`config.mk`:
```
export PLATFORM = sky130hd
export DESIGN_NAME = display_window_fill_sequencer
export DESIGN_NICKNAME = d
export VERILOG_FILES = /design/src/sv/dwfs_pkg.sv /design/src/sv/display_window_fill_sequencer.sv /design/src/sv/dwfs_clip.sv
export SDC_FILE = /design/constraint.sdc
export NUM_CORES = 1
export LEC_CHECK = 0
export BUFFER_PORTS_ARGS = -buffer_cell sky130_fd_sc_hd__buf_2
export CAP_MARGIN = 20
export CORE_ASPECT_RATIO = 0.5
export CORE_MARGIN = 5
export CORE_UTILIZATION = 55
export DETAILED_ROUTE_END_ITERATION = 16
export GPL_TIMING_DRIVEN = 0
export HOLD_SLACK_MARGIN = 0.1
export PLACE_DENSITY = 0.76
export SLEW_MARGIN = 20
export SYNTH_ARGS = -nofsm -noshare
export SYNTH_HDL_FRONTEND = slang
export SYNTH_SLANG_ARGS = --single-unit
```
`constraint.sdc`:
```
create_clock -name aclk -period 11.45 [get_ports aclk]
set_input_delay 1.145 -clock aclk [delete_from_list [all_inputs] [get_ports aclk]]
set_output_delay 1.145 -clock aclk [all_outputs]
set_load 0.03 [all_outputs]
```
`src/sv/dwfs_pkg.sv`:
```
package dwfs_pkg;

    // Width kept for window coordinates (8..16).
    localparam int COORD_BITS = 16;

    typedef enum logic [1:0] {
        OP_TICK        = 2'd0,
        OP_FILL_RECT   = 2'd1,
        OP_DRAW_PIXEL  = 2'd2,
        OP_FILL_SCREEN = 2'd3
    } opcode_t;

    localparam logic [7:0] CMD_COL_SET = 8'h2A;
    localparam logic [7:0] CMD_ROW_SET = 8'h2B;
    localparam logic [7:0] CMD_MEM_WR  = 8'h2C;

    // Header sequence positions.
    localparam logic [3:0] STEP_COL_CMD = 4'd0;
    localparam logic [3:0] STEP_COL_FH  = 4'd1;
    localparam logic [3:0] STEP_COL_FL  = 4'd2;
    localparam logic [3:0] STEP_COL_LH  = 4'd3;
    localparam logic [3:0] STEP_COL_LL  = 4'd4;
    localparam logic [3:0] STEP_ROW_CMD = 4'd5;
    localparam logic [3:0] STEP_ROW_FH  = 4'd6;
    localparam logic [3:0] STEP_ROW_FL  = 4'd7;
    localparam logic [3:0] STEP_ROW_LH  = 4'd8;
    localparam logic [3:0] STEP_ROW_LL  = 4'd9;
    localparam logic [3:0] STEP_MEM_CMD = 4'd10;
    localparam logic [3:0] STEP_PIXELS  = 4'd11;

    localparam int CFG_PANEL_WIDTH  = 0;
    localparam int CFG_PANEL_HEIGHT = 1;

    typedef logic [COORD_BITS-1:0] coord_t;

    // Window decoded from one request.
    typedef struct packed {
        logic        start;
        coord_t      col_first;
        coord_t      col_last;
        coord_t      row_first;
        coord_t      row_last;
        logic [15:0] span_w;
        logic [15:0] span_h;
    } window_t;

endpackage

```
`src/sv/display_window_fill_sequencer.sv`:
```
// Window fill sequencer for a DCS style panel link.
//
// Input stream (s_*): one word per request or tick. s_tuser carries the
// opcode (tick, fill rectangle, draw pixel, fill screen), s_tdata the
// rectangle and color. A request latches a window and emits nothing; each
// following tick word emits one panel byte on the output stream (m_*):
// column set 0x2A + 4 bytes, row set 0x2B + 4 bytes, memory write 0x2C,
// then w*h RGB565 pixels, high byte first. m_tlast marks the final byte.
// Requests while busy, ticks while idle and requests whose start lies
// outside the panel are consumed without output.
//
// Latency: a tick's byte appears in the output register the cycle after the
// tick is accepted. Throughput: one word per cycle while the receiver keeps up;
// the only loop is the set of sequencer state registers. The pixel count w*h is
// formed by one registered multiplier behind the window registers and is
// consumed at the memory write step, well after it settles.
//
// Reset (aresetn low, synchronous): idle, output empty, panel size 240x240.
// When the receiver stalls, the output register holds its byte and
// s_tready drops until it is taken.
module display_window_fill_sequencer
    import dwfs_pkg::*;
(
    input  logic        aclk,
    input  logic        aresetn,

    input  logic        cfg_we,
    input  logic [0:0]  cfg_index,
    input  logic [15:0] cfg_data,

    input  logic        s_tvalid,
    output logic        s_tready,
    // [15:0] pos_x, [31:16] pos_y, [47:32] rect_w, [63:48] rect_h,
    // [79:64] fill_color
    input  logic [79:0] s_tdata,
    // [1:0] opcode
    input  logic [1:0]  s_tuser,

    output logic        m_tvalid,
    input  logic        m_tready,
    // [7:0] out_byte
    output logic [7:0]  m_tdata,
    // [0] is_data
    output logic [0:0]  m_tuser,
    output logic        m_tlast
);

    // Config registers.
    logic [15:0] panel_w_reg;
    logic [15:0] panel_h_reg;

    // Sequencer state.
    logic        busy_reg,     busy_next;
    logic [3:0]  step_reg,     step_next;
    logic        low_half_reg, low_half_next;
    logic [31:0] pixels_reg,   pixels_next;

    // Window payload.
    coord_t      col_first_reg;
    coord_t      col_last_reg;
    coord_t      row_first_reg;
    coord_t      row_last_reg;
    logic [15:0] color_reg;
    logic [15:0] span_w_reg;
    logic [15:0] span_h_reg;
    logic [31:0] product_reg;

    // Output register.
    logic        m_valid_reg, m_valid_next;
    logic [7:0]  m_byte_reg,  m_byte_next;
    logic        m_data_reg,  m_data_next;
    logic        m_last_reg,  m_last_next;

    opcode_t     opcode;
    window_t     win;
    logic        s_fire;
    logic        is_tick;
    logic        load_win;
    logic        emit;
    logic [15:0] col_first_w;
    logic [15:0] col_last_w;
    logic [15:0] row_first_w;
    logic [15:0] row_last_w;

    assign opcode  = opcode_t'(s_tuser);
    assign s_tready = !m_valid_reg || m_tready;
    assign s_fire   = s_tvalid && s_tready;
    assign is_tick  = (opcode == OP_TICK);
    assign load_win = s_fire && !is_tick && !busy_reg && win.start;
    assign emit     = s_fire && is_tick && busy_reg;

    assign col_first_w = 16'(col_first_reg);
    assign col_last_w  = 16'(col_last_reg);
    assign row_first_w = 16'(row_first_reg);
    assign row_last_w  = 16'(row_last_reg);

    dwfs_clip u_clip (
        .opcode  (opcode),
        .pos_x   (s_tdata[15:0]),
        .pos_y   (s_tdata[31:16]),
        .rect_w  (s_tdata[47:32]),
        .rect_h  (s_tdata[63:48]),
        .panel_w (panel_w_reg),
        .panel_h (panel_h_reg),
        .win     (win)
    );

    // Window start on a request; byte selection and step advance for one tick.
    always_comb begin
        busy_next     = busy_reg;
        step_next     = step_reg;
        low_half_next = low_half_reg;
        pixels_next   = pixels_reg;
        m_byte_next   = m_byte_reg;
        m_data_next   = m_data_reg;
        m_last_next   = m_last_reg;
        m_valid_next  = m_valid_reg && !m_tready;

        if (load_win) begin
            busy_next     = 1'b1;
            step_next     = STEP_COL_CMD;
            low_half_next = 1'b0;
        end

        if (emit) begin
            m_valid_next = 1'b1;
            m_data_next  = 1'b1;
            m_last_next  = 1'b0;
            unique case (step_reg)
                STEP_COL_CMD: begin
                    m_byte_next = CMD_COL_SET;
                    m_data_next = 1'b0;
                end
                STEP_COL_FH: m_byte_next = col_first_w[15:8];
                STEP_COL_FL: m_byte_next = col_first_w[7:0];
                STEP_COL_LH: m_byte_next = col_last_w[15:8];
                STEP_COL_LL: m_byte_next = col_last_w[7:0];
                STEP_ROW_CMD: begin
                    m_byte_next = CMD_ROW_SET;
                    m_data_next = 1'b0;
                end
                STEP_ROW_FH: m_byte_next = row_first_w[15:8];
                STEP_ROW_FL: m_byte_next = row_first_w[7:0];
                STEP_ROW_LH: m_byte_next = row_last_w[15:8];
                STEP_ROW_LL: m_byte_next = row_last_w[7:0];
                STEP_MEM_CMD: begin
                    m_byte_next = CMD_MEM_WR;
                    m_data_next = 1'b0;
                    pixels_next = product_reg;
                    if (product_reg == 32'd0) begin
                        m_last_next = 1'b1;
                    end
                end
                default: begin
                    // pixel phase
                    if (!low_half_reg) begin
                        m_byte_next   = color_reg[15:8];
                        low_half_next = 1'b1;
                    end else begin
                        m_byte_next   = color_reg[7:0];
                        low_half_next = 1'b0;
                        pixels_next   = pixels_reg - 32'd1;
                        if (pixels_reg == 32'd1) begin
                            m_last_next = 1'b1;
                        end
                    end
                end
            endcase

            if (m_last_next) begin
                busy_next = 1'b0;
                step_next = STEP_COL_CMD;
            end else if (step_reg < STEP_PIXELS) begin
                step_next = step_reg + 4'd1;
            end
        end
    end

    always_ff @(posedge aclk) begin
        if (!aresetn) begin
            panel_w_reg  <= 16'd240;
            panel_h_reg  <= 16'd240;
            busy_reg     <= 1'b0;
            step_reg     <= STEP_COL_CMD;
            low_half_reg <= 1'b0;
            m_valid_reg  <= 1'b0;
        end else begin
            if (cfg_we) begin
                if (cfg_index == 1'(CFG_PANEL_WIDTH)) begin
                    panel_w_reg <= cfg_data;
                end else begin
                    panel_h_reg <= cfg_data;
                end
            end
            busy_reg     <= busy_next;
            step_reg     <= step_next;
            low_half_reg <= low_half_next;
            m_valid_reg  <= m_valid_next;
        end
    end

    // Payload, no reset.
    always_ff @(posedge aclk) begin
        if (load_win) begin
            col_first_reg <= win.col_first;
            col_last_reg  <= win.col_last;
            row_first_reg <= win.row_first;
            row_last_reg  <= win.row_last;
            span_w_reg    <= win.span_w;
            span_h_reg    <= win.span_h;
            color_reg     <= s_tdata[79:64];
        end
        // Pixel count settles in the cycle after the window loads.
        product_reg <= span_w_reg * span_h_reg;
        pixels_reg  <= pixels_next;
        m_byte_reg  <= m_byte_next;
        m_data_reg  <= m_data_next;
        m_last_reg  <= m_last_next;
    end

    assign m_tvalid = m_valid_reg;
    assign m_tdata  = m_byte_reg;
    assign m_tuser  = m_data_reg;
    assign m_tlast  = m_last_reg;

endmodule

```
`src/sv/dwfs_clip.sv`:
```
module dwfs_clip
    import dwfs_pkg::*;
(
    input  opcode_t     opcode,
    input  logic [15:0] pos_x,
    input  logic [15:0] pos_y,
    input  logic [15:0] rect_w,
    input  logic [15:0] rect_h,
    input  logic [15:0] panel_w,
    input  logic [15:0] panel_h,
    output window_t     win
);

    logic [16:0] x_end;
    logic [16:0] y_end;
    logic        clip_x;
    logic        clip_y;
    logic        inside_xy;
    logic [15:0] pw_m1;
    logic [15:0] ph_m1;
    logic [15:0] x_sum_m1;
    logic [15:0] y_sum_m1;
    logic [15:0] w_left;
    logic [15:0] h_left;

    // All adders run in parallel; only comparators and muxes follow.
    assign x_end     = {1'b0, pos_x} + {1'b0, rect_w};
    assign y_end     = {1'b0, pos_y} + {1'b0, rect_h};
    assign clip_x    = x_end > {1'b0, panel_w};
    assign clip_y    = y_end > {1'b0, panel_h};
    assign inside_xy = (pos_x < panel_w) && (pos_y < panel_h);
    assign pw_m1     = panel_w - 16'd1;
    assign ph_m1     = panel_h - 16'd1;
    assign x_sum_m1  = pos_x + rect_w - 16'd1;
    assign y_sum_m1  = pos_y + rect_h - 16'd1;
    assign w_left    = panel_w - pos_x;
    assign h_left    = panel_h - pos_y;

    always_comb begin
        win = '0;
        unique case (opcode)
            OP_FILL_SCREEN: begin
                win.start     = 1'b1;
                win.col_first = '0;
                win.row_first = '0;
                win.col_last  = COORD_BITS'(pw_m1);
                win.row_last  = COORD_BITS'(ph_m1);
                win.span_w    = panel_w;
                win.span_h    = panel_h;
            end
            OP_DRAW_PIXEL: begin
                win.start     = inside_xy;
                win.col_first = COORD_BITS'(pos_x);
                win.row_first = COORD_BITS'(pos_y);
                win.col_last  = COORD_BITS'(pos_x);
                win.row_last  = COORD_BITS'(pos_y);
                win.span_w    = 16'd1;
                win.span_h    = 16'd1;
            end
            OP_FILL_RECT: begin
                win.start     = inside_xy;
                win.col_first = COORD_BITS'(pos_x);
                win.row_first = COORD_BITS'(pos_y);
                win.col_last  = COORD_BITS'(clip_x ? pw_m1 : x_sum_m1);
                win.row_last  = COORD_BITS'(clip_y ? ph_m1 : y_sum_m1);
                win.span_w    = clip_x ? w_left : rect_w;
                win.span_h    = clip_y ? h_left : rect_h;
            end
            default: begin
                win = '0;   // tick
            end
        endcase
    end

endmodule

```
Word level (Yosys, flattened, before mapping)

Cells that the tools add are included.

Register bits after elaboration: 225
Input port bits: 104

$add $sub $neg: 12
Multipliers: 1
$lt $le $gt $ge: 5
Equal/unequal tests: 14
Mux-type cells: 27
Bitwise operators: 2
Reductions and logical operators: 23

Operators by type and width:

| cell                                                                   | number |
|---|---|
| 97-bit case mux with 3 select lines                                    | 1 |
| 8-bit case mux with 11 select lines                                    | 1 |
| 16-bit 2-to-1 mux                                                      | 4 |
| 32-bit case mux with 2 select lines                                    | 1 |
| 16-bit by 1-bit subtractor with 16-bit output, second input constant   | 4 |
| 16-bit by 16-bit adder with 17-bit output                              | 2 |
| 17-bit by 16-bit > comparator with 1-bit output                        | 2 |
| 16-bit adder                                                           | 2 |
| 32-bit by 1-bit equality test with 1-bit output, second input constant | 1 |
| 32-bit logical NOT                                                     | 1 |
| 16-bit less-than comparator                                            | 2 |
| 16-bit by 16-bit multiplier with 32-bit output                         | 1 |
| 32-bit 2-to-1 mux                                                      | 1 |
| 16-bit subtractor                                                      | 2 |
| 32-bit by 1-bit subtractor with 32-bit output, second input constant   | 1 |
| 4-bit by 3-bit equality test with 1-bit output, second input constant  | 4 |
| 4-bit 2-to-1 mux                                                       | 4 |
| 1-bit 2-to-1 mux                                                       | 13 |
| 4-bit equality test, second input constant                             | 3 |
| 11-bit OR reduction                                                    | 1 |
| 10-bit OR reduction                                                    | 1 |
| 4-bit by 2-bit equality test with 1-bit output, second input constant  | 2 |
| 1-bit logical AND                                                      | 8 |
| 8-bit 2-to-1 mux                                                       | 1 |
| 15 further kinds                                                       | 21 |

Depth between registers and ports, before layout

Gate-level depths: netlist of run 1.

Depth after elaboration: 10
Depth in mapped cells: 23
Depth with buffers taken out: 21

Cells and area by module

A second synthesis of run 1 with hierarchy kept.

Cell total of the unflattened synthesis: 2,884
Area total of the unflattened synthesis: 25,087.8 um^2

By module, submodules not included:

| module                        | times used | cells each | area each (um^2) |
|---|---|---|---|
| display_window_fill_sequencer | 1          | 1,693      | 17,219.0 |
| dwfs_clip                     | 1          | 1,191      | 7,868.8 |

Worst setup path before layout of run 1

No wires, ideal clock.

Kind: input to register
Start: in s_tdata[16]
End: reg step_reg[0]
Setup time: 376 ps
Arrival: 8,225 ps
Required time: 11,074 ps
Setup slack: 2,849 ps
Cell stages on the path: 10
Path buffers: 0
Cells stage by stage: ha_1 fa_1 nand2b_1 a21boi_0 o21ai_0 a21oi_1 a221o_1 a22oi_1 o21ai_1 o21ai_0

Longest elaborated chain between the ends: 8

RTL lines:

| item                                  | RTL line                             | text |
|---|---|---|
| from (decl)                           | display_window_fill_sequencer.sv:35  | `input logic [79:0] s_tdata,` |
| 16-bit less-than comparator *         | dwfs_clip.sv:31                      | `assign inside_xy = (pos_x < panel_w) && (pos_y < panel_h);` |
| 1-bit logical AND *                   | dwfs_clip.sv:31                      |  |
| 97-bit case mux with 3 select lines * | dwfs_clip.sv:41                      | `unique case (opcode)` |
| 1-bit logical AND *                   | display_window_fill_sequencer.sv:89  | `assign load_win = s_fire && !is_tick && !busy_reg && win.start;` |
| net load_win                          | display_window_fill_sequencer.sv:78  | `logic load_win;` |
| 4-bit 2-to-1 mux *                    | display_window_fill_sequencer.sv:119 | `if (load_win) begin` |
| 4-bit 2-to-1 mux                      | display_window_fill_sequencer.sv:173 | `end else if (step_reg < STEP_PIXELS) begin` |
| 4-bit 2-to-1 mux                      | display_window_fill_sequencer.sv:170 | `if (m_last_next) begin` |
| 4-bit 2-to-1 mux *                    | display_window_fill_sequencer.sv:125 | `if (emit) begin` |
| to (signal assigned)                  | display_window_fill_sequencer.sv:196 | `step_reg <= step_next;` |
| to (decl)                             | display_window_fill_sequencer.sv:54  | `logic [3:0] step_reg, step_next;` |

Mark *: on every way through the listed nets, which the timed path passes. The rest lies on a longest branch.
A chain may end at the register's enable or synchronous reset.

Worst setup path in the final report of run 1

Start: reg span_w_reg[6]
End: reg product_reg[31]

Longest elaborated chain between the ends: 1

RTL lines:

| item                                           | RTL line                             | text |
|---|---|---|
| from (decl)                                    | display_window_fill_sequencer.sv:64  | `logic [15:0] span_w_reg;` |
| from (signal assigned)                         | display_window_fill_sequencer.sv:209 | `span_w_reg <= win.span_w;` |
| 16-bit by 16-bit multiplier with 32-bit output | display_window_fill_sequencer.sv:214 | `product_reg <= span_w_reg * span_h_reg;` |
| to (signal assigned)                           | display_window_fill_sequencer.sv:214 |  |
| to (decl)                                      | display_window_fill_sequencer.sv:66  | `logic [31:0] product_reg;` |

No other way between the ends.

==> results of run 1 <==
-- cell families (layout without fill, tap and decap cells) --
| family | count (synthesis) | in the layout |
|---|---|---|
| muxes | 20 | 20 |
| adders and majority gates | 466 | 466 |
| buffers and inverters | 504 | 669 |
| DFF | 225 | 225 |
| other | 0 | 1 |
| AOI/OAI and AO/OA | 571 | 571 |
| and+or+nand+nor | 855 | 855 |
| xor gates and xnor gates | 146 | 146 |
-- power by group through the flow --
stage | combinational, mW | sequential, mW | clock, mW
global placement | 2.61 | 1.07 | 0
CTS | 2.70 | 1.05 | 0.808
detailed placement | 2.67 | 1.06 | 0
floorplan | 2.07 | 1.04 | 0
finish | 2.71 | 1.05 | 0.804
global route | 3.08 | 1.05 | 0.846
-- worst max path at each step --
stage / endpoint / slack (ns) / cells past startpoint
5_1_grt: product_reg[30] / 4.35 / 21
3_5_place_dp: product_reg[30] / 4.77 / 20
6_report: product_reg[31] / 4.70 / 22
2_1_floorplan: step_reg[0] / 2.85 / 10
3_3_place_gp: step_reg[3] / -0.04 / 11
4_1_cts: product_reg[31] / 4.72 / 22
-- stage by stage --
step | area [um2] | setup TNS (ns) | instances | power (mW) | setup WS (ns)
2_1_floorplan | 24830 | 0 | 2787 | 3.108 | 2.849
6_report | 27120 | 0 | 3551 | 4.561 | 4.699
5_1_grt | 27120 | 0 | 3550 | 4.975 | 4.347
3_3_place_gp | 26150 | -0.04070 | 3499 | 3.675 | -0.04070
4_1_cts | 27120 | 0 | 3550 | 4.550 | 4.720
3_5_place_dp | 26340 | 0 | 3508 | 3.738 | 4.770
-- routing by layer --
metal  up-vias  share of wire (%)  track usage [%]
met2       994                 44            48.63
met1     10280                 41            41.54
met4         0                3.4            8.113
li1       9829                  -                -
met3       184                 11            7.541
met5         -                  0                0
-- Yosys cell counts (11+ instances only) --
cell type  number  share of area, %
a211oi_1       23              0.70
a21boi_0       31              0.94
a21o_1         54               1.6
a21oi_1       135               2.7
a221oi_1       11              0.39
a31oi_1        30              0.76
and2_1        156               3.9
and3_1         12              0.30
clkbuf_1       92               1.4
dfxtp_1        71               5.7
edfxtp_1      154                19
fa_1          200                16
ha_1          266                13
inv_1         391               5.9
mux2i_1        15              0.60
nand2_1       310               4.7
nand2b_1       24              0.60
nand3_1        60               1.2
nand4_1        26              0.66
nor2_1        127               1.9
nor2b_1        14              0.35
nor3_1         51               1.0
nor4_1         24              0.60
o211ai_1       20              0.60
o21a_1         11              0.33
o21ai_0        98               2.0
o21bai_1       16              0.48
o22ai_1        14              0.35
o311ai_0       13              0.46
o31ai_1        14              0.42
or3_1          20              0.50
xnor2_1       114               4.0
xor2_1         32               1.1
-- critical path, cell delays in order, from the launching register on --
cell and delay [ns]:
edfxtp_1 0.58, clkbuf_1 0.50, nand2_1 0.16, fa_1 0.53, inv_1 0.05, fa_1 0.51, inv_1 0.06, fa_1 0.54
inv_1 0.06, fa_1 0.44, fa_1 0.48, inv_1 0.05, fa_1 0.48, inv_1 0.04, ha_1 0.34, a21o_1 0.19
o21bai_1 0.17, a311oi_1 0.40, a211oi_1 0.18, o21bai_1 0.24, nand2_1 0.14, a21o_1 0.22, a311oi_1 0.29
-- cell type report --
class	instances	area [um2]
fillers	3915	17810
diodes	1	2.502
repair buffers	123	735.7
inverters	392	1471
clock buffers	25	583.1
well taps	598	748.2
plain buffers	112	454.2
flip-flops and latches	225	6046
clock inverters	17	200.2
multi-input cells	2058	16880
-- layout by cell type, fill, tap and decap left out, types with 30 or more instances in the layout --
cell and instances:
o21ai_0 98, edfxtp_1 154, xor2_1 32, clkbuf_1 94, ha_1 266, a21boi_0 31, a21oi_1 135, a31oi_1 30
inv_1 391, nor2_1 127, a21o_1 54, fa_1 200, nand3_1 60, nor3_1 51, buf_2 124, nand2_1 310
dfxtp_1 71, xnor2_1 114, and2_1 156
==> impl_metrics.env, run 1 <==
export IMPL_status="finished, final reports clean"
export IMPL_postCtsHoldBufs=0
export IMPL_die_h_um=160.2
export IMPL_endpoint_kind="flip-flop"
export IMPL_cts_buffers=23
export IMPL_finalSetupViolations=0
export IMPL_cts_setup_buffers=0
export IMPL_worst_r2r_path_depth=22
export IMPL_initialDrtViolationCount=2197
export IMPL_clock_root_buffer="clkbuf_16"
export IMPL_fin_util_pct=60.36
export IMPL_ant_nets=0
export IMPL_fin_crit_sh_pct=58.96
export IMPL_slew_viol_final=0
export IMPL_irDropWorstVdd_uv=149.7
export IMPL_crit_start="span_w_reg[6]"
export IMPL_num_vias=21290
export IMPL_syn2layout_area_growth_pct=9.242
export IMPL_io_buffer_count=114
export IMPL_dp_final_hpwl_um=62580
export IMPL_fp_dieW_um=310.5
export IMPL_overflow=0
export IMPL_period_minus_slack_ns=6.751
export IMPL_pwr_share_comb_pct=59.4
export IMPL_hold_class="reg -> reg"
export IMPL_antenna_found_initial=1
export IMPL_initial_utilization_pct=55.25
export IMPL_hold_end="panel_h_reg[15]"
export IMPL_synth_top_family_by_area="adder cells"
export IMPL_yosys_register_bits=225
export IMPL_clkPwrFrac_pct=17.6
export IMPL_max_freq_mhz=148.1
export IMPL_synthCells=2787
export IMPL_grt_pass1_wl_um=118400
export IMPL_globalplace_congestion=1.012
export IMPL_drc_errors=0
export IMPL_synth_edf_count=154
export IMPL_cts_sinks=225
export IMPL_yosys_warnings=0
export IMPL_internal_power_mw=2.571
export IMPL_io_pins=116
export IMPL_swShare_pct=43.63
export IMPL_syn_nets=3357
export IMPL_r2r_start="span_w_reg[6]"
export IMPL_worstPathRequired_ns=11.90
export IMPL_drv_cap=0
export IMPL_wl_per_cell_um=21.54
export IMPL_power_leakage_nw=12.29
export IMPL_fin_nets=3505
export IMPL_timing_hold_ws_ns=0.5103
export IMPL_rsz0062_at_grt="no"
export IMPL_min_from="panel_h_reg[15]"
export IMPL_synthAdderAreaFrac_pct=29.53
export IMPL_synth_cell_type_count=79
export IMPL_cts_resized=0
export IMPL_r2r_end="product_reg[31]"
export IMPL_clk_pin_slew_ns=0.06
export IMPL_first_pass_iters=6
export IMPL_pwr_share_seq_pct=23.0
export IMPL_grt_max_degree=26
export IMPL_skew_ns=0.01331
export IMPL_worst_setup_path_start_kind="flip-flop"
export IMPL_grt_util_all_layers_pct=30.39
export IMPL_rrSetupSlack_ns=4.70
export IMPL_p_switching_mw=1.990
export IMPL_ys_seq_area_share_pct=24.35
export IMPL_wl_um=76480
export IMPL_synth_flop_cell="edfxtp_1"
export IMPL_synth_area_mux_share_pct=0.8315
export IMPL_hold_viol_final=0
export IMPL_netlist_area_mm2=0.02483
export IMPL_synthSimpleGateAreaFrac_pct=16.90
export IMPL_cp_arrival_ns=7.20
export IMPL_synth_compound_area_share_pct=15.48
export IMPL_via_per_inst=5.995
export IMPL_rows=55
export IMPL_worst_pin_slew_ns=1.132
export IMPL_drive_above_1_share_pct=6.809
export IMPL_relSlewSlack_pct=24.05
export IMPL_insertion_delay_ns=0.56
export IMPL_dieArea_mm2=0.04975
export IMPL_synth_xor_area_share_pct=5.150
export IMPL_whs_path_depth=2
export IMPL_postSynthAreaPerCell_um2=8.909
export IMPL_p_per_area_mw_per_mm2=168.2
export IMPL_cp_max_fo=10
export IMPL_core_area_mm2=0.04494
export IMPL_synth_async_reset_ratio_pct=0
export IMPL_cts_tree="yes"
export IMPL_clk_path_buf_depth=3
export IMPL_h_tree_depth=1
export IMPL_first_global_vias=20910
export IMPL_crit_type="reg -> reg"
Note: power is estimated with default switching activity, not from simulation.
==> run 2, diff against run 1 <==
--- a/config.mk
+++ b/config.mk
@@ -5,6 +5,7 @@
 export SDC_FILE = /design/constraint.sdc
 export NUM_CORES = 1
 export LEC_CHECK = 0
+export ABC_AREA = 1
 export BUFFER_PORTS_ARGS = -buffer_cell sky130_fd_sc_hd__buf_2
 export CAP_MARGIN = 20
 export CORE_ASPECT_RATIO = 0.5
@@ -13,7 +14,7 @@
 export DETAILED_ROUTE_END_ITERATION = 16
 export GPL_TIMING_DRIVEN = 0
 export HOLD_SLACK_MARGIN = 0.1
-export PLACE_DENSITY = 0.76
+export PLACE_DENSITY = 0.78
 export SLEW_MARGIN = 20
 export SYNTH_ARGS = -nofsm -noshare
 export SYNTH_HDL_FRONTEND = slang
==> constraint.sdc (replaced) <==
create_clock -name aclk -period 5.5 [get_ports aclk]
set_input_delay 0.55 -clock aclk [delete_from_list [all_inputs] [get_ports aclk]]
set_output_delay 0.55 -clock aclk [all_outputs]
set_load 0.03 [all_outputs]
==> run 2 against run 1 <==
Compared with the run above: final cell count is 14% higher; sequential power up 100%; first-iteration DRC count is 17% higher; via count increased by 8.6%; setup slack worse by 4.7 ns; register-to-register slack got worse by 4.7 ns; routed wire length grew 4.3%; critical path type unchanged; largest power group unchanged.
==> impl_metrics.env, run 2 <==
export IMPL_wl_um=79770
export IMPL_worst_setup_path_start_kind="flip-flop"
export IMPL_endpoint_kind="flip-flop"
export IMPL_synth_xor_area_share_pct=5.148
export IMPL_period_minus_slack_ns=5.478
export IMPL_post_place_cells=3991
export IMPL_clk_path_buf_depth=3
export IMPL_status="finished, final reports clean"
export IMPL_fin_nets=4014
export IMPL_synth_top_area_share_pct=18.24
export IMPL_ys_seq_area_share_pct=23.85
export IMPL_via_per_inst=5.697
export IMPL_timing_hold_ws_ns=0.1669
export IMPL_wl_per_cell_um=19.66
export IMPL_dp_final_hpwl_um=64170
export IMPL_synth_edf_count=154
export IMPL_syn2layout_area_growth_pct=11.45
export IMPL_p_per_area_mw_per_mm2=375.1
export IMPL_netlist_area_mm2=0.02535
export IMPL_overflow=0
export IMPL_drive_above_1_share_pct=10.75
export IMPL_drc_errors=0
export IMPL_initialDrtViolationCount=2566
export IMPL_synthAdderAreaFrac_pct=28.92
export IMPL_num_antenna_cells=0
export IMPL_relSlewSlack_pct=35.20
export IMPL_rsz0062_at_grt="yes"
export IMPL_yosys_warnings=0
export IMPL_cts_sinks=225
export IMPL_max_freq_mhz=182.6
export IMPL_synth_compound_area_share_pct=10.31
export IMPL_synthCells=3274
export IMPL_grt_pass1_wl_um=122500
export IMPL_die_h_um=161.8
export IMPL_layout_commonest_cell="nand2_1"
export IMPL_first_global_vias=22140
export IMPL_worst_pin_slew_ns=0.9675
export IMPL_ant_nets=0
export IMPL_fin_crit_sh_pct=99.60
export IMPL_hold_viol_final=0
export IMPL_grt_max_degree=61
export IMPL_synthTopCellsByCount="nand2_1, inv_1, ha_1, fa_1, nor2_1"
export IMPL_final_cell_mix="nand2_1, inv_1, ha_1"
export IMPL_fin_util_pct=62.31
export IMPL_postSynthAreaPerCell_um2=7.743
export IMPL_io_buffer_count=115
export IMPL_cts_buffers=22
export IMPL_yosys_register_bits=225
export IMPL_first_pass_iters=5
export IMPL_synth_cell_type_count=55
export IMPL_initial_utilization_pct=55.90
export IMPL_synth_async_reset_ratio_pct=0
export IMPL_core_area_mm2=0.04535
export IMPL_finalSetupViolations=0
export IMPL_h_tree_depth=1
export IMPL_power_leakage_nw=14.33
export IMPL_fp_dieW_um=313.6
export IMPL_slew_viol_final=0
export IMPL_synth_top_family_by_area="adder cells"
export IMPL_synth_top_area_cell="edfxtp_1"
export IMPL_grt_util_all_layers_pct=30.58
export IMPL_crit_type="reg -> reg"
export IMPL_synth_flop_cell="edfxtp_1"
export IMPL_synthSimpleGateAreaFrac_pct=20.43
export IMPL_cp_max_fo=10
export IMPL_antenna_found_initial=3
export IMPL_irDropWorstVdd_uv=635.7
export IMPL_rows=55
export IMPL_syn_nets=3844
export IMPL_insertion_delay_ns=0.57
export IMPL_globalplace_congestion=1.003
export IMPL_yosysMostFrequentCell="nand2_1"
export IMPL_fin_cells=4058
export IMPL_cp_arrival_ns=5.90
export IMPL_rrSetupSlack_ns=0.02
export IMPL_clk_pin_slew_ns=0.07
export IMPL_io_pins=116
export IMPL_clock_root_buffer="clkbuf_16"
export IMPL_cts_tree="yes"
export IMPL_worstPathRequired_ns=5.93
export IMPL_total_power_mw=10.60
export IMPL_synth_area_mux_share_pct=0
export IMPL_num_vias=23120
export IMPL_drv_cap=0
export IMPL_dieArea_mm2=0.05075
export IMPL_yosys_top_cells_area="edfxtp_1, fa_1, ha_1, nand2_1, inv_1"
export IMPL_hold_class="in -> reg"
export IMPL_skew_ns=0.03473
==> run 2: cell types whose count changed after synthesis, sizes merged, moves of 71 or more <==
cell	before	now
and2	156	0
xnor2	114	43
xor2	32	106
nand2	311	773
inv	391	645
nand3	60	172
==> run 2: area by class of cell <==
cell class                      instances  area (um2)
Buffer                                 80       476.7
Clock buffer                           30       641.9
Clock inverter                         10       110.1
Fill cell                            3956       17090
Inverter                              648        2437
Multi-Input combinational cell       2290       16700
Sequential cell                       225        6046
Tap cell                              598       748.2
Timing Repair Buffer                  177        1091
==> run 2: worst max-delay path: stages (launching register included) <==
cell and delay (ns):
edfxtp_1 0.52, buf_8 0.19, nand2_1 0.08, fa_1 0.50, fa_1 0.60, fa_1 0.46
fa_1 0.54, inv_1 0.05, fa_1 0.48, inv_1 0.06, fa_1 0.48, inv_1 0.08
ha_4 0.25, a21oi_1 0.13, inv_1 0.10, a21oi_1 0.15, a21boi_4 0.23, inv_1 0.08
nand3_1 0.10, o2111ai_2 0.13, xor2_1 0.16
==> run 2: timing repair <==
| action | CTS | global route |
|---|---|---|
| resized for setup | 76 | 71 |
| hold buffers | 0 | 0 |
| cloned | 1 | 0 |
| buffers inserted | 41 | 16 |
| pin swaps | 1 | 16 |
| endpoints found under the setup margin | 22 | 16 |
==> run 2: worst paths after layout <==
path	start	endpoint	depth (start not counted)
hold / removal	s_tdata[65]	color_reg[1]	1
setup reg to reg	span_h_reg[2]	product_reg[30]	20
hold reg to reg	product_reg[29]	pixels_reg[29]	2
setup / recovery	span_h_reg[2]	product_reg[30]	20
==> run 2: logic make-up (layout without fill, tap and decap cells) <==
group / after synthesis / in the layout
AO/OA/AOI/OAI: 444 / 444
XOR/XNOR: 149 / 149
adder cells (fa/ha/maj): 466 / 466
buffers and inverters: 759 / 945
flip-flops: 225 / 225
AND/OR/NAND/NOR: 1231 / 1231
==> run 2: report_power, final <==
part	internal (mW)	total [mW]	switching [mW]
Sequential	2.05	2.15	0.105
Clock	0.879	1.59	0.710
Combinational	2.72	6.86	4.14
Total	5.64	10.6	4.96
==> run 2: per-stage QoR <==
step / setup TNS, ns / instance area [um2] / setup slack (ns)
2_1_floorplan: 0 / 25350 / 0.007399
3_3_place_gp: -107.14 / 26680 / -1.237
3_5_place_dp: -13.97 / 26760 / -1.052
4_1_cts: 0 / 27940 / 0.003948
5_1_grt: -0.6306 / 28260 / -0.1216
6_report: 0 / 28260 / 0.02210
==> run 2: layer usage <==
metal | GRT usage, % | part of all wire, % | wire (um) | up-vias
met3 | 7.574 | 11 | 8792 | 195
met4 | 8.767 | 3.0 | 2416 | 2
li1 | - | - | - | 10740
met5 | 0 | 0.016 | 13 | -
met2 | 48.07 | 44 | 34950 | 1190
met1 | 42.41 | 42 | 33590 | 10990
